`config.mk`:
```
export PLATFORM = sky130hd
export DESIGN_NAME = gravity_bounce_body_step
export DESIGN_NICKNAME = d
export VERILOG_FILES = /design/src/hdl/gbbs_pkg.sv /design/src/hdl/gbbs_mul_serial.sv /design/src/hdl/gbbs_sqrt_serial.sv /design/src/hdl/gravity_bounce_body_step.sv
export SDC_FILE = /design/constraint.sdc
export NUM_CORES = 2
export LEC_CHECK = 0
export ABC_AREA = 0
export BUFFER_PORTS_ARGS = -buffer_cell sky130_fd_sc_hd__buf_2
export CELL_PAD_IN_SITES_DETAIL_PLACEMENT = 2
export CELL_PAD_IN_SITES_GLOBAL_PLACEMENT = 2
export CORE_ASPECT_RATIO = 1.2
export CORE_MARGIN = 4
export CORE_UTILIZATION = 36
export CTS_CLUSTER_DIAMETER = 40
export DETAILED_ROUTE_END_ITERATION = 8
export PLACE_DENSITY_LB_ADDON = 0.1
export SLEW_MARGIN = 10
export SYNTH_ARGS = -nofsm -noshare
export SYNTH_HDL_FRONTEND = slang
export SYNTH_HIERARCHICAL = 1
export SYNTH_SLANG_ARGS = --single-unit
```
`constraint.sdc`:
```
create_clock -name i_clk -period 7.41 [get_ports i_clk]
set_input_delay 1.1115 -clock i_clk [delete_from_list [all_inputs] [get_ports i_clk]]
set_output_delay 1.1115 -clock i_clk [all_outputs]
set_load 0.01 [all_outputs]
```
`src/hdl/gbbs_pkg.sv`:
```
`timescale 1ns / 1ps
`default_nettype none

package gbbs_pkg;

    // Fixed point default
    localparam int FRAC_BITS_DEF = 16;

    // Field widths
    localparam int POS_W  = 27;
    localparam int VEL_W  = 32;
    localparam int GRAV_W = 23;
    localparam int STEP_W = 17;
    localparam int REST_W = 17;
    localparam int MAP_W  = 11;

    // Stream words, zero padded to whole bytes
    localparam int IN_DATA_W  = 120;
    localparam int OUT_DATA_W = 120;
    localparam int IN_USER_W  = 1;

    // Configuration port
    localparam int CFG_IDX_W  = 3;
    localparam int CFG_DATA_W = 23;

    typedef enum logic [CFG_IDX_W-1:0] {
        CFG_GRAVITY     = 3'd0,
        CFG_TIME_STEP   = 3'd1,
        CFG_RESTITUTION = 3'd2,
        CFG_MAP_WIDTH   = 3'd3,
        CFG_MAP_HEIGHT  = 3'd4
    } t_cfg_idx;

    // Register reset values
    localparam logic [GRAV_W-1:0] GRAVITY_RST     = 23'd65536;
    localparam logic [STEP_W-1:0] TIME_STEP_RST   = 17'd65536;
    localparam logic [REST_W-1:0] RESTITUTION_RST = 17'd52429;
    localparam logic [MAP_W-1:0]  MAP_WIDTH_RST   = 11'd64;
    localparam logic [MAP_W-1:0]  MAP_HEIGHT_RST  = 11'd32;

    // Square root unit: 64-bit radicand, 32-bit root
    localparam int RAD_W  = 64;
    localparam int ROOT_W = 32;

endpackage

`default_nettype wire

```
`src/hdl/gbbs_mul_serial.sv`:
```
`timescale 1ns / 1ps
`default_nettype none

// Shift-add multiplier: signed A times unsigned B, one bit of B per cycle,
// LSB first. Stops as soon as the remaining bits of B are all zero.
module gbbs_mul_serial
    import gbbs_pkg::*;
#(
    parameter int WA = VEL_W + 2,
    parameter int WB = VEL_W
) (
    input  logic                    i_clk,
    input  logic                    i_rst_n,
    input  logic                    i_start,
    input  logic signed [WA-1:0]    i_a,
    input  logic        [WB-1:0]    i_b,
    output logic                    o_busy,
    output logic signed [WA+WB-1:0] o_prod
);

    localparam int WP = WA + WB;

    logic                 r_busy;
    logic signed [WP-1:0] r_a;
    logic        [WB-1:0] r_b;
    logic signed [WP-1:0] r_p;

    // Control
    always_ff @(posedge i_clk) begin
        if (!i_rst_n) begin
            r_busy <= 1'b0;
        end else if (i_start) begin
            r_busy <= 1'b1;
        end else if (r_busy && (r_b == '0)) begin
            r_busy <= 1'b0;
        end
    end

    // Operand shift registers and accumulator
    always_ff @(posedge i_clk) begin
        if (i_start) begin
            r_a <= WP'(i_a);
            r_b <= i_b;
            r_p <= '0;
        end else if (r_busy && (r_b != '0)) begin
            if (r_b[0]) begin
                r_p <= r_p + r_a;
            end
            r_a <= r_a <<< 1;
            r_b <= r_b >> 1;
        end
    end

    assign o_busy = r_busy;
    assign o_prod = r_p;

endmodule

`default_nettype wire

```
`src/hdl/gbbs_sqrt_serial.sv`:
```
`timescale 1ns / 1ps
`default_nettype none

// Restoring integer square root, one root bit per cycle.
// Two radicand bits shift in per step; ROOT_W steps give floor(sqrt(x)).
module gbbs_sqrt_serial
    import gbbs_pkg::*;
(
    input  logic              i_clk,
    input  logic              i_rst_n,
    input  logic              i_start,
    input  logic [RAD_W-1:0]  i_rad,
    output logic              o_busy,
    output logic [ROOT_W-1:0] o_root
);

    localparam int CNT_W = $clog2(ROOT_W);
    localparam int REM_W = ROOT_W + 2;
    localparam int TRY_W = REM_W + 2;

    logic              r_busy;
    logic [CNT_W-1:0]  r_cnt;
    logic [RAD_W-1:0]  r_x;
    logic [REM_W-1:0]  r_rem;
    logic [ROOT_W-1:0] r_root;

    logic [TRY_W-1:0]  w_trial;
    logic [TRY_W-1:0]  w_sub;
    logic [TRY_W-1:0]  w_diff;
    logic              w_ge;

    // Trial subtract of (4*root + 1)
    always_comb begin
        w_trial = {r_rem, r_x[RAD_W-1 -: 2]};
        w_sub   = TRY_W'({r_root, 2'b01});
        w_ge    = (w_trial >= w_sub);
        w_diff  = w_trial - w_sub;
    end

    // Control
    always_ff @(posedge i_clk) begin
        if (!i_rst_n) begin
            r_busy <= 1'b0;
            r_cnt  <= '0;
        end else if (i_start) begin
            r_busy <= 1'b1;
            r_cnt  <= CNT_W'(ROOT_W - 1);
        end else if (r_busy) begin
            if (r_cnt == '0) begin
                r_busy <= 1'b0;
            end else begin
                r_cnt <= r_cnt - 1'b1;
            end
        end
    end

    // Datapath
    always_ff @(posedge i_clk) begin
        if (i_start) begin
            r_x    <= i_rad;
            r_rem  <= '0;
            r_root <= '0;
        end else if (r_busy) begin
            r_x <= r_x << 2;
            if (w_ge) begin
                r_rem  <= w_diff[REM_W-1:0];
                r_root <= {r_root[ROOT_W-2:0], 1'b1};
            end else begin
                r_rem  <= w_trial[REM_W-1:0];
                r_root <= {r_root[ROOT_W-2:0], 1'b0};
            end
        end
    end

    assign o_busy = r_busy;
    assign o_root = r_root;

endmodule

`default_nettype wire

```
`src/hdl/gravity_bounce_body_step.sv`:
```
// A load word passes from the idle state through the output state into the output
// register. An advance word's time is set by the bit-serial multipliers and grows
// with the bit length of time_step; a floor or ceiling crossing adds the |vy|^2
// multiply and the square root, a bounce adds a multiply that grows with bits(restitution).
// Throughput: one word at a time; the output register lets the next word in early.
// Reset: synchronous, active low; body state cleared to zero, configuration registers to defaults.
`timescale 1ns / 1ps
`default_nettype none

module gravity_bounce_body_step
    import gbbs_pkg::*;
#(
    parameter int FRAC_BITS = FRAC_BITS_DEF
) (
    input  logic                  i_clk,
    input  logic                  i_rst_n,
    // load_pos_x, load_pos_y, load_vel_x, load_vel_y, zero pad
    input  logic                  s_axis_tvalid,
    output logic                  s_axis_tready,
    input  logic [IN_DATA_W-1:0]  s_axis_tdata,
    // opcode
    input  logic [IN_USER_W-1:0]  s_axis_tuser,
    // pos_x, pos_y, vel_x, vel_y, on_ground, zero pad
    output logic                  m_axis_tvalid,
    input  logic                  m_axis_tready,
    output logic [OUT_DATA_W-1:0] m_axis_tdata,
    // Configuration writes
    input  logic                  i_cfg_valid,
    output logic                  o_cfg_ready,
    input  logic [CFG_IDX_W-1:0]  i_cfg_index,
    input  logic [CFG_DATA_W-1:0] i_cfg_data
);

    localparam int F     = FRAC_BITS;
    // Stored position: loaded 27-bit value or clamped map limit
    localparam int WPS   = (POS_W > MAP_W + F) ? POS_W : MAP_W + F;
    // Position step magnitude stays below 2^(48-F)
    localparam int WDL   = 49 - F;
    localparam int WSUM  = ((WPS > WDL) ? WPS : WDL) + 1;
    localparam int WA    = (WSUM > VEL_W + 1) ? WSUM : VEL_W + 1;
    localparam int WB    = VEL_W;
    localparam int WP    = WA + WB;

    localparam logic signed [WP-1:0] SAT_HI = signed'(WP'({(VEL_W-1){1'b1}}));
    localparam logic signed [WP-1:0] SAT_LO = -SAT_HI - 1;

    typedef enum logic [13:0] {
        ST_IDLE = 14'h0001,
        ST_M1   = 14'h0002,
        ST_W1   = 14'h0004,
        ST_M2   = 14'h0008,
        ST_W2   = 14'h0010,
        ST_CHK  = 14'h0020,
        ST_M3   = 14'h0040,
        ST_W3   = 14'h0080,
        ST_SQS  = 14'h0100,
        ST_SQW  = 14'h0200,
        ST_BCHK = 14'h0400,
        ST_M4   = 14'h0800,
        ST_W4   = 14'h1000,
        ST_OUT  = 14'h2000
    } t_state;

    function automatic logic signed [VEL_W-1:0] f_sat(input logic signed [WP-1:0] v);
        if (v > SAT_HI) begin
            f_sat = SAT_HI[VEL_W-1:0];
        end else if (v < SAT_LO) begin
            f_sat = SAT_LO[VEL_W-1:0];
        end else begin
            f_sat = v[VEL_W-1:0];
        end
    endfunction

    // Registers
    t_state                   r_state, n_state;
    logic                     r_ovalid, n_ovalid;
    logic [OUT_DATA_W-1:0]    r_out, n_out;

    logic [GRAV_W-1:0]        r_g;
    logic [STEP_W-1:0]        r_dt;
    logic [REST_W-1:0]        r_rest;
    logic [MAP_W-1:0]         r_mw;
    logic [MAP_W-1:0]         r_mh;

    logic        [WPS-1:0]    r_px, n_px;
    logic        [WPS-1:0]    r_py, n_py;
    logic signed [VEL_W-1:0]  r_vx, n_vx;
    logic signed [VEL_W-1:0]  r_vy, n_vy;
    logic signed [VEL_W-1:0]  r_vn, n_vn;
    logic signed [WSUM-1:0]   r_sx, n_sx;
    logic signed [WSUM-1:0]   r_sy, n_sy;
    logic        [WSUM-1:0]   r_ov, n_ov;
    logic        [RAD_W-1:0]  r_rad, n_rad;

    // Unit hookup
    logic                     m0_start, m1_start, sq_start;
    logic signed [WA-1:0]     m0_a, m1_a;
    logic        [WB-1:0]     m0_b, m1_b;
    logic                     m0_busy, m1_busy, sq_busy;
    logic signed [WP-1:0]     w_p0, w_p1;
    logic        [ROOT_W-1:0] w_root;

    // Derived values
    logic [MAP_W-1:0]         w_mh_m1, w_mw_m1;
    logic [WPS-1:0]           w_ground, w_xmax;
    logic signed [WSUM-1:0]   w_gnd_s, w_xmax_s;
    logic [GRAV_W-1:0]        w_acc;
    logic signed [VEL_W:0]    w_vn_ext, w_mag_full;
    logic [VEL_W-1:0]         w_mag;
    logic signed [WP-1:0]     w_p0_sh, w_p0_sh1, w_p1_sh;
    logic [RAD_W-1:0]         w_sq, w_drop;
    logic signed [VEL_W-1:0]  w_root_s;
    logic                     w_hi, w_lo;
    logic                     w_in_acc, w_out_free;

    assign s_axis_tready = (r_state == ST_IDLE);
    assign o_cfg_ready   = 1'b1;
    assign m_axis_tvalid = r_ovalid;
    assign m_axis_tdata  = r_out;

    assign w_in_acc   = s_axis_tvalid && (r_state == ST_IDLE);
    assign w_out_free = !r_ovalid || m_axis_tready;

    // Map limits in fixed point
    always_comb begin
        w_mh_m1  = (r_mh != '0) ? r_mh - 1'b1 : '0;
        w_mw_m1  = (r_mw != '0) ? r_mw - 1'b1 : '0;
        w_ground = WPS'({w_mh_m1, {F{1'b0}}});
        w_xmax   = WPS'({w_mw_m1, {F{1'b0}}});
        w_gnd_s  = signed'(WSUM'(w_ground));
        w_xmax_s = signed'(WSUM'(w_xmax));
    end

    // Gravity is off when resting on the ground
    assign w_acc = ((r_py == w_ground) && (r_vy == '0)) ? '0 : r_g;

    // |vy| as unsigned, 2^31 included
    always_comb begin
        w_vn_ext   = (VEL_W+1)'(r_vn);
        w_mag_full = (w_vn_ext < 0) ? -w_vn_ext : w_vn_ext;
        w_mag      = w_mag_full[VEL_W-1:0];
    end

    // Product scaling (arithmetic shift gives floor)
    always_comb begin
        w_p0_sh  = w_p0 >>> F;
        w_p0_sh1 = w_p0 >>> (F + 1);
        w_p1_sh  = w_p1 >>> F;
        w_sq     = w_p0[RAD_W-1:0];
        w_drop   = {w_p1[RAD_W-2:0], 1'b0};
        w_root_s = signed'(w_root);
        w_hi     = (r_sy > w_gnd_s);
        w_lo     = (r_sy < 0);
    end

    // Multiplier operand selection
    always_comb begin
        m0_start = 1'b0;
        m1_start = 1'b0;
        m0_a     = '0;
        m1_a     = '0;
        m0_b     = '0;
        m1_b     = '0;
        case (r_state)
            ST_M1: begin
                m0_start = 1'b1;
                m1_start = 1'b1;
                m0_a     = signed'(WA'(w_acc));
                m0_b     = WB'(r_dt);
                m1_a     = WA'(r_vx);
                m1_b     = WB'(r_dt);
            end
            ST_M2: begin
                m0_start = 1'b1;
                m0_a     = WA'(r_vy) + WA'(r_vn);
                m0_b     = WB'(r_dt);
            end
            ST_M3: begin
                m0_start = 1'b1;
                m1_start = 1'b1;
                m0_a     = signed'(WA'(w_mag));
                m0_b     = w_mag;
                m1_a     = signed'(WA'(r_ov));
                m1_b     = WB'(r_g);
            end
            ST_M4: begin
                m0_start = 1'b1;
                m1_start = 1'b1;
                m0_a     = -WA'(r_vx);
                m1_a     = -WA'(r_vn);
                m0_b     = WB'(r_rest);
                m1_b     = WB'(r_rest);
            end
            default: begin
            end
        endcase
    end

    assign sq_start = (r_state == ST_SQS);

    // Sequencer and datapath next values
    always_comb begin
        n_state  = r_state;
        n_ovalid = r_ovalid && !m_axis_tready;
        n_out    = r_out;
        n_px     = r_px;
        n_py     = r_py;
        n_vx     = r_vx;
        n_vy     = r_vy;
        n_vn     = r_vn;
        n_sx     = r_sx;
        n_sy     = r_sy;
        n_ov     = r_ov;
        n_rad    = r_rad;
        case (r_state)
            ST_IDLE: begin
                if (w_in_acc) begin
                    if (s_axis_tuser[0]) begin
                        n_px    = WPS'(s_axis_tdata[POS_W-1:0]);
                        n_py    = WPS'(s_axis_tdata[2*POS_W-1:POS_W]);
                        n_vx    = signed'(s_axis_tdata[2*POS_W+VEL_W-1:2*POS_W]);
                        n_vy    = signed'(s_axis_tdata[2*POS_W+2*VEL_W-1:2*POS_W+VEL_W]);
                        n_vn    = signed'(s_axis_tdata[2*POS_W+2*VEL_W-1:2*POS_W+VEL_W]);
                        n_state = ST_OUT;
                    end else begin
                        n_state = ST_M1;
                    end
                end
            end
            ST_M1: n_state = ST_W1;
            // New vy and unclamped x
            ST_W1: begin
                if (!m0_busy && !m1_busy) begin
                    n_vn    = f_sat(WP'(r_vy) + w_p0_sh);
                    n_sx    = WSUM'(signed'(WP'(r_px)) + w_p1_sh);
                    n_state = ST_M2;
                end
            end
            ST_M2: n_state = ST_W2;
            // Trapezoid step for y
            ST_W2: begin
                if (!m0_busy) begin
                    n_sy    = WSUM'(signed'(WP'(r_py)) + w_p0_sh1);
                    n_state = ST_CHK;
                end
            end
            // Crossing test, overshoot, clamp to map
            ST_CHK: begin
                n_ov = w_hi ? unsigned'(r_sy - w_gnd_s) : unsigned'(-r_sy);
                if (r_sx <= 0) begin
                    n_px = '0;
                end else if (r_sx >= w_xmax_s) begin
                    n_px = w_xmax;
                end else begin
                    n_px = r_sx[WPS-1:0];
                end
                if (r_sy <= 0) begin
                    n_py = '0;
                end else if (r_sy >= w_gnd_s) begin
                    n_py = w_ground;
                end else begin
                    n_py = r_sy[WPS-1:0];
                end
                n_state = (w_hi || w_lo) ? ST_M3 : ST_BCHK;
            end
            ST_M3: n_state = ST_W3;
            // Radicand v^2 - 2*g*overshoot, negative clamps to zero
            ST_W3: begin
                if (!m0_busy && !m1_busy) begin
                    n_rad   = (w_sq > w_drop) ? w_sq - w_drop : '0;
                    n_state = ST_SQS;
                end
            end
            ST_SQS: n_state = ST_SQW;
            // Rescaled speed keeps the sign of vy
            ST_SQW: begin
                if (!sq_busy) begin
                    if (r_vn < 0) begin
                        n_vn = -w_root_s;
                    end else if (r_vn > 0) begin
                        n_vn = w_root_s;
                    end else begin
                        n_vn = '0;
                    end
                    n_state = ST_BCHK;
                end
            end
            // Bounce when on the ground and still moving down
            ST_BCHK: begin
                n_state = ((r_py == w_ground) && (r_vn > 0)) ? ST_M4 : ST_OUT;
            end
            ST_M4: n_state = ST_W4;
            ST_W4: begin
                if (!m0_busy && !m1_busy) begin
                    n_vx    = f_sat(w_p0_sh);
                    n_vn    = f_sat(w_p1_sh);
                    n_state = ST_OUT;
                end
            end
            // Commit and hand the word to the output register
            ST_OUT: begin
                if (w_out_free) begin
                    n_vy     = r_vn;
                    n_out    = OUT_DATA_W'({(r_py == w_ground), r_vn, r_vx,
                                            r_py[POS_W-1:0], r_px[POS_W-1:0]});
                    n_ovalid = 1'b1;
                    n_state  = ST_IDLE;
                end
            end
            default: n_state = ST_IDLE;
        endcase
    end

    // Control and body state
    always_ff @(posedge i_clk) begin
        if (!i_rst_n) begin
            r_state  <= ST_IDLE;
            r_ovalid <= 1'b0;
            r_px     <= '0;
            r_py     <= '0;
            r_vx     <= '0;
            r_vy     <= '0;
        end else begin
            r_state  <= n_state;
            r_ovalid <= n_ovalid;
            r_px     <= n_px;
            r_py     <= n_py;
            r_vx     <= n_vx;
            r_vy     <= n_vy;
        end
    end

    // Working registers
    always_ff @(posedge i_clk) begin
        r_out <= n_out;
        r_vn  <= n_vn;
        r_sx  <= n_sx;
        r_sy  <= n_sy;
        r_ov  <= n_ov;
        r_rad <= n_rad;
    end

    // Configuration registers
    always_ff @(posedge i_clk) begin
        if (!i_rst_n) begin
            r_g    <= GRAVITY_RST;
            r_dt   <= TIME_STEP_RST;
            r_rest <= RESTITUTION_RST;
            r_mw   <= MAP_WIDTH_RST;
            r_mh   <= MAP_HEIGHT_RST;
        end else if (i_cfg_valid) begin
            case (t_cfg_idx'(i_cfg_index))
                CFG_GRAVITY:     r_g    <= i_cfg_data[GRAV_W-1:0];
                CFG_TIME_STEP:   r_dt   <= i_cfg_data[STEP_W-1:0];
                CFG_RESTITUTION: r_rest <= i_cfg_data[REST_W-1:0];
                CFG_MAP_WIDTH:   r_mw   <= i_cfg_data[MAP_W-1:0];
                CFG_MAP_HEIGHT:  r_mh   <= i_cfg_data[MAP_W-1:0];
                default: begin
                end
            endcase
        end
    end

    gbbs_mul_serial #(
        .WA (WA),
        .WB (WB)
    ) u_mul0 (
        .i_clk   (i_clk),
        .i_rst_n (i_rst_n),
        .i_start (m0_start),
        .i_a     (m0_a),
        .i_b     (m0_b),
        .o_busy  (m0_busy),
        .o_prod  (w_p0)
    );

    gbbs_mul_serial #(
        .WA (WA),
        .WB (WB)
    ) u_mul1 (
        .i_clk   (i_clk),
        .i_rst_n (i_rst_n),
        .i_start (m1_start),
        .i_a     (m1_a),
        .i_b     (m1_b),
        .o_busy  (m1_busy),
        .o_prod  (w_p1)
    );

    gbbs_sqrt_serial u_sqrt (
        .i_clk   (i_clk),
        .i_rst_n (i_rst_n),
        .i_start (sq_start),
        .i_rad   (r_rad),
        .o_busy  (sq_busy),
        .o_root  (w_root)
    );

endmodule

`default_nettype wire
```
==> flow_summary_export.csv <==
group,metric,value,unit
global_routing,grt_max_degree,120,
clocking,cts_made_buffers,183,
drt,drt_first_pass_iters,6,
floorplan,initial_core_util,36.20,%
sta,tightest_slew,1.229,ns
worst_hold_path,hold_path_class,"flip-flop to flip-flop",
placed_design,place_ws,1.562,ns
floorplan,die_w,397.2,µm
setup_path,path_common_cell,"o21ai_0",
clocking,cts.sinks,995,
power_and_ir_drop,vdd_drop_max,0.2682,mV
logic_synthesis,synth_edf_count,577,
sta,finClkSkew,0.06300,ns
cells_and_area,final_nets,8031,
setup_path,critPathKind,"flip-flop to flip-flop",
logic_synthesis,netlist_area,65450,µm²
placed_design,place.gp.congestion,0.9320,
setup_path,worst_setup_path_end_kind,"flip-flop",
sta,fmaxAchievable,170.8,MHz
sta,setup_ws,1.554,ns
setup_path,cp.arrival,6.36,ns
sta,min_period_over_period,79.03,%
clocking,clock_path_buffers,3,
power_and_ir_drop,p_total,29.21,mW
setup_path,rrSetupSlack,1.55,ns
logic_synthesis,ys_warn_count,6,
clocking,clk_latency,0.88,ns
setup_path,critPathTopFamily,"compound AO/OA/AOI/OAI gates",
logic_synthesis,ys.flop_type,"edfxtp_1",
sta,slew_viol_final,0,
cells_and_area,stdcell_count,10072,
drt,avgRoutedWirePerCell,30.43,µm
status,outcome,"finished clean",
clocking,cts_setup_buffers,0,
floorplan,dieArea,188700,µm²
global_routing,grt-ovfl-total,0,
placed_design,post-place-cells,9713,
floorplan,rows,171,
logic_synthesis,ys_ff_latch,995,
logic_synthesis,async_flop_share,0,%
logic_synthesis,synth.area.top_cells,"edfxtp_1 26%, dfxtp_1 13%, ha_1 7.6%",
sta,slew_headroom,18.06,%
drt,vias_per_cell,5.983,
drt,route.detailed.drc,0,
logic_synthesis,synth.largest_area_cell,"edfxtp_1",
cells_and_area,drive_gt1_share,13.90,%
logic_synthesis,synth.distinct_cells,123,
drt,drt_iter0_markers,4563,
clocking,clkTransAtPathRegs,0.06,ns
floorplan,dieHeight,475.1,µm
global_routing,grt_pass1_vias,63947,
cells_and_area,syn2layout_area_growth,16.40,%
sta,tns,0,ns
logic_synthesis,avgSynthCellArea,9.026,µm²
floorplan,io_pins,275,
setup_path,max_stage_delay,0.83,ns
setup_path,crit_path_cell_trace,"ha_1, fa_1, a21o_1, a21oi_1, o21ai_0, a211oi_1, a211oi_1, a221oi_1, a21oi_1, a21oi_1, o21ai_0, a2111oi_0, o21ai_0, o31ai_1, nand2_1, o21ai_0",
logic_synthesis,synth_cells,7251,
setup_path,critPathBufInv,0,
clocking,cts_hold_buf,0,
drt,vias,60261,
sta,finalHoldViolCount,0,
setup_path,slowest_stage,"nand2_1",
clocking,cts_max_level,4,
sta,setup_viol,0,
clocking,cts_tree,"done",
power_and_ir_drop,leakage,30.61,nW
logic_synthesis,synth_seq_area_share,39.26,%
power_and_ir_drop,pwr_density_cell,383.4,nW/µm²
clocking,root_buffer,"clkbuf_16",
placed_design,dp_hpwl,237.3,mm
placed_design,numPortBuffers,270,
logic_synthesis,synth_top_area_share,26.47,%
run,maxCapViolations,0,
setup_path,critPathLaunchType,"flip-flop",
global_routing,grt_first_pass_wirelength,442.2,mm
drt,ant_nets,0,
sta,rsz0062_at_grt,"no",
sta,min_period,5.856,ns
floorplan,core_area,180800,µm²
setup_path,cp.required,7.91,ns
global_routing,track_usage,31.60,%
setup_path,crit_fanout,33,
clocking,cts_resized,0,
drt,routed_wl,306.5,mm
global_routing,antenna_found_initial,26,
cells_and_area,nFillCells,19769,
cells_and_area,postLayoutCoreUtil,42.14,%
## where the power goes
group          switching [mW]  internal (mW)  total (mW)
Clock                    3.49           5.34        8.83
Sequential               1.27           6.73        8.00
Combinational            7.99           4.39        12.4
Total                    12.7           16.5        29.2
## final timing paths
path | from | end | cells past startpoint
worst max register to register | r_vn[0] | u_mul0/r_a[33] | 16
worst max-delay path | r_vn[0] | u_mul0/r_a[33] | 16
worst min register to register | u_mul0/o_prod[26] | u_mul0/o_prod[26] | 2
worst min-delay path | u_mul0/o_prod[26] | u_mul0/o_prod[26] | 2
## cell type report
type / count / area, µm² / share of cell area (%)
well taps: 2422 / 3030 / 3.978
clock inverters: 135 / 1672 / 2.194
flip-flops and latches: 995 / 25700 / 33.74
multi-input cells: 5543 / 37190 / 48.82
clock buffers: 212 / 4851 / 6.368
diodes: 12 / 30.03 / 0.03942
repair buffers: 402 / 2386 / 3.132
inverters: 351 / 1318 / 1.730
## per-layer routing
layer	vias to the layer above	GRT usage, %	routed length, µm
met3	488	3.857	14440
met4	0	16.95	19460
met1	31013	39.81	129400
met5	-	0	0
li1	27070	-	-
met2	1690	52.81	143200
## cells by family (layout without fill, tap and decap cells)
kind of cell / Yosys count / after routing / synth area share, %
AO/OA/AOI/OAI: 2077 / 2077 / 21.23
flip-flops: 995 / 995 / 39.26
other: 2 / 23 / 0.01148
XOR/XNOR: 470 / 470 / 6.290
adder cells (fa/ha/maj): 403 / 403 / 7.796
AND/OR/NAND/NOR: 2287 / 2287 / 16.26
buffers and inverters: 722 / 1100 / 4.273
multiplexers: 295 / 295 / 4.881
## layout by cell type (no fill, tap or decap), types with 88 or more instances in the layout
| cell | n |
|---|---|
| buf_2 | 269 |
| a21boi_0 | 120 |
| mux2_2 | 189 |
| xor2_1 | 202 |
| mux2i_1 | 105 |
| a21o_1 | 192 |
| a21oi_1 | 524 |
| xnor2_1 | 268 |
| nor2_1 | 529 |
| inv_1 | 349 |
| dfxtp_1 | 417 |
| a211oi_1 | 88 |
| ha_1 | 395 |
| o21ai_0 | 415 |
| nand4_1 | 107 |
| nand2_1 | 882 |
| nand3_1 | 165 |
| nor3_1 | 112 |
| edfxtp_1 | 577 |
| clkbuf_16 | 185 |
| buf_4 | 129 |
## tightest hold or removal path, stage by stage, from the launching register on
cell	delay (ns)
dfxtp_1	0.31
nand2_1	0.06
a21oi_1	0.06
## state kept, by name, indices dropped and copies added (netlist names), 34 cells and up
signal	count
r_ov	34
m_axis_tdata	119
r_sx	34
u_mul1/r_a	66
u_sqrt/r_x	64
u_mul0/o_prod	66
u_sqrt/r_rem	34
u_mul0/r_a	66
r_sy	34
u_mul1/o_prod	66
r_rad	64
## synth_stat cells, types with 61 or more instances
master / number
o21ai_0: 416
a21o_1: 192
nand3_1: 165
a211oi_1: 88
edfxtp_1: 577
xnor2_1: 268
dfxtp_1: 418
inv_1: 350
clkbuf_1: 310
ha_1: 395
nor3_1: 113
a21oi_1: 525
o211ai_1: 72
nor4_1: 88
or3_1: 61
a31oi_1: 61
mux2_2: 189
xor2_1: 202
nand2_1: 886
mux2i_1: 105
a21boi_0: 121
nor2_1: 535
nand4_1: 107
## stage by stage
step	hold slack, ns	cell area [µm²]
after floorplan	0.4064	65480
after global placement	0.4385	69620
after detailed placement	0.4637	69620
after CTS	0.4621	76150
after global routing	0.4829	76150
final	0.4751	76180
Power figures use the tool's default switching activity.
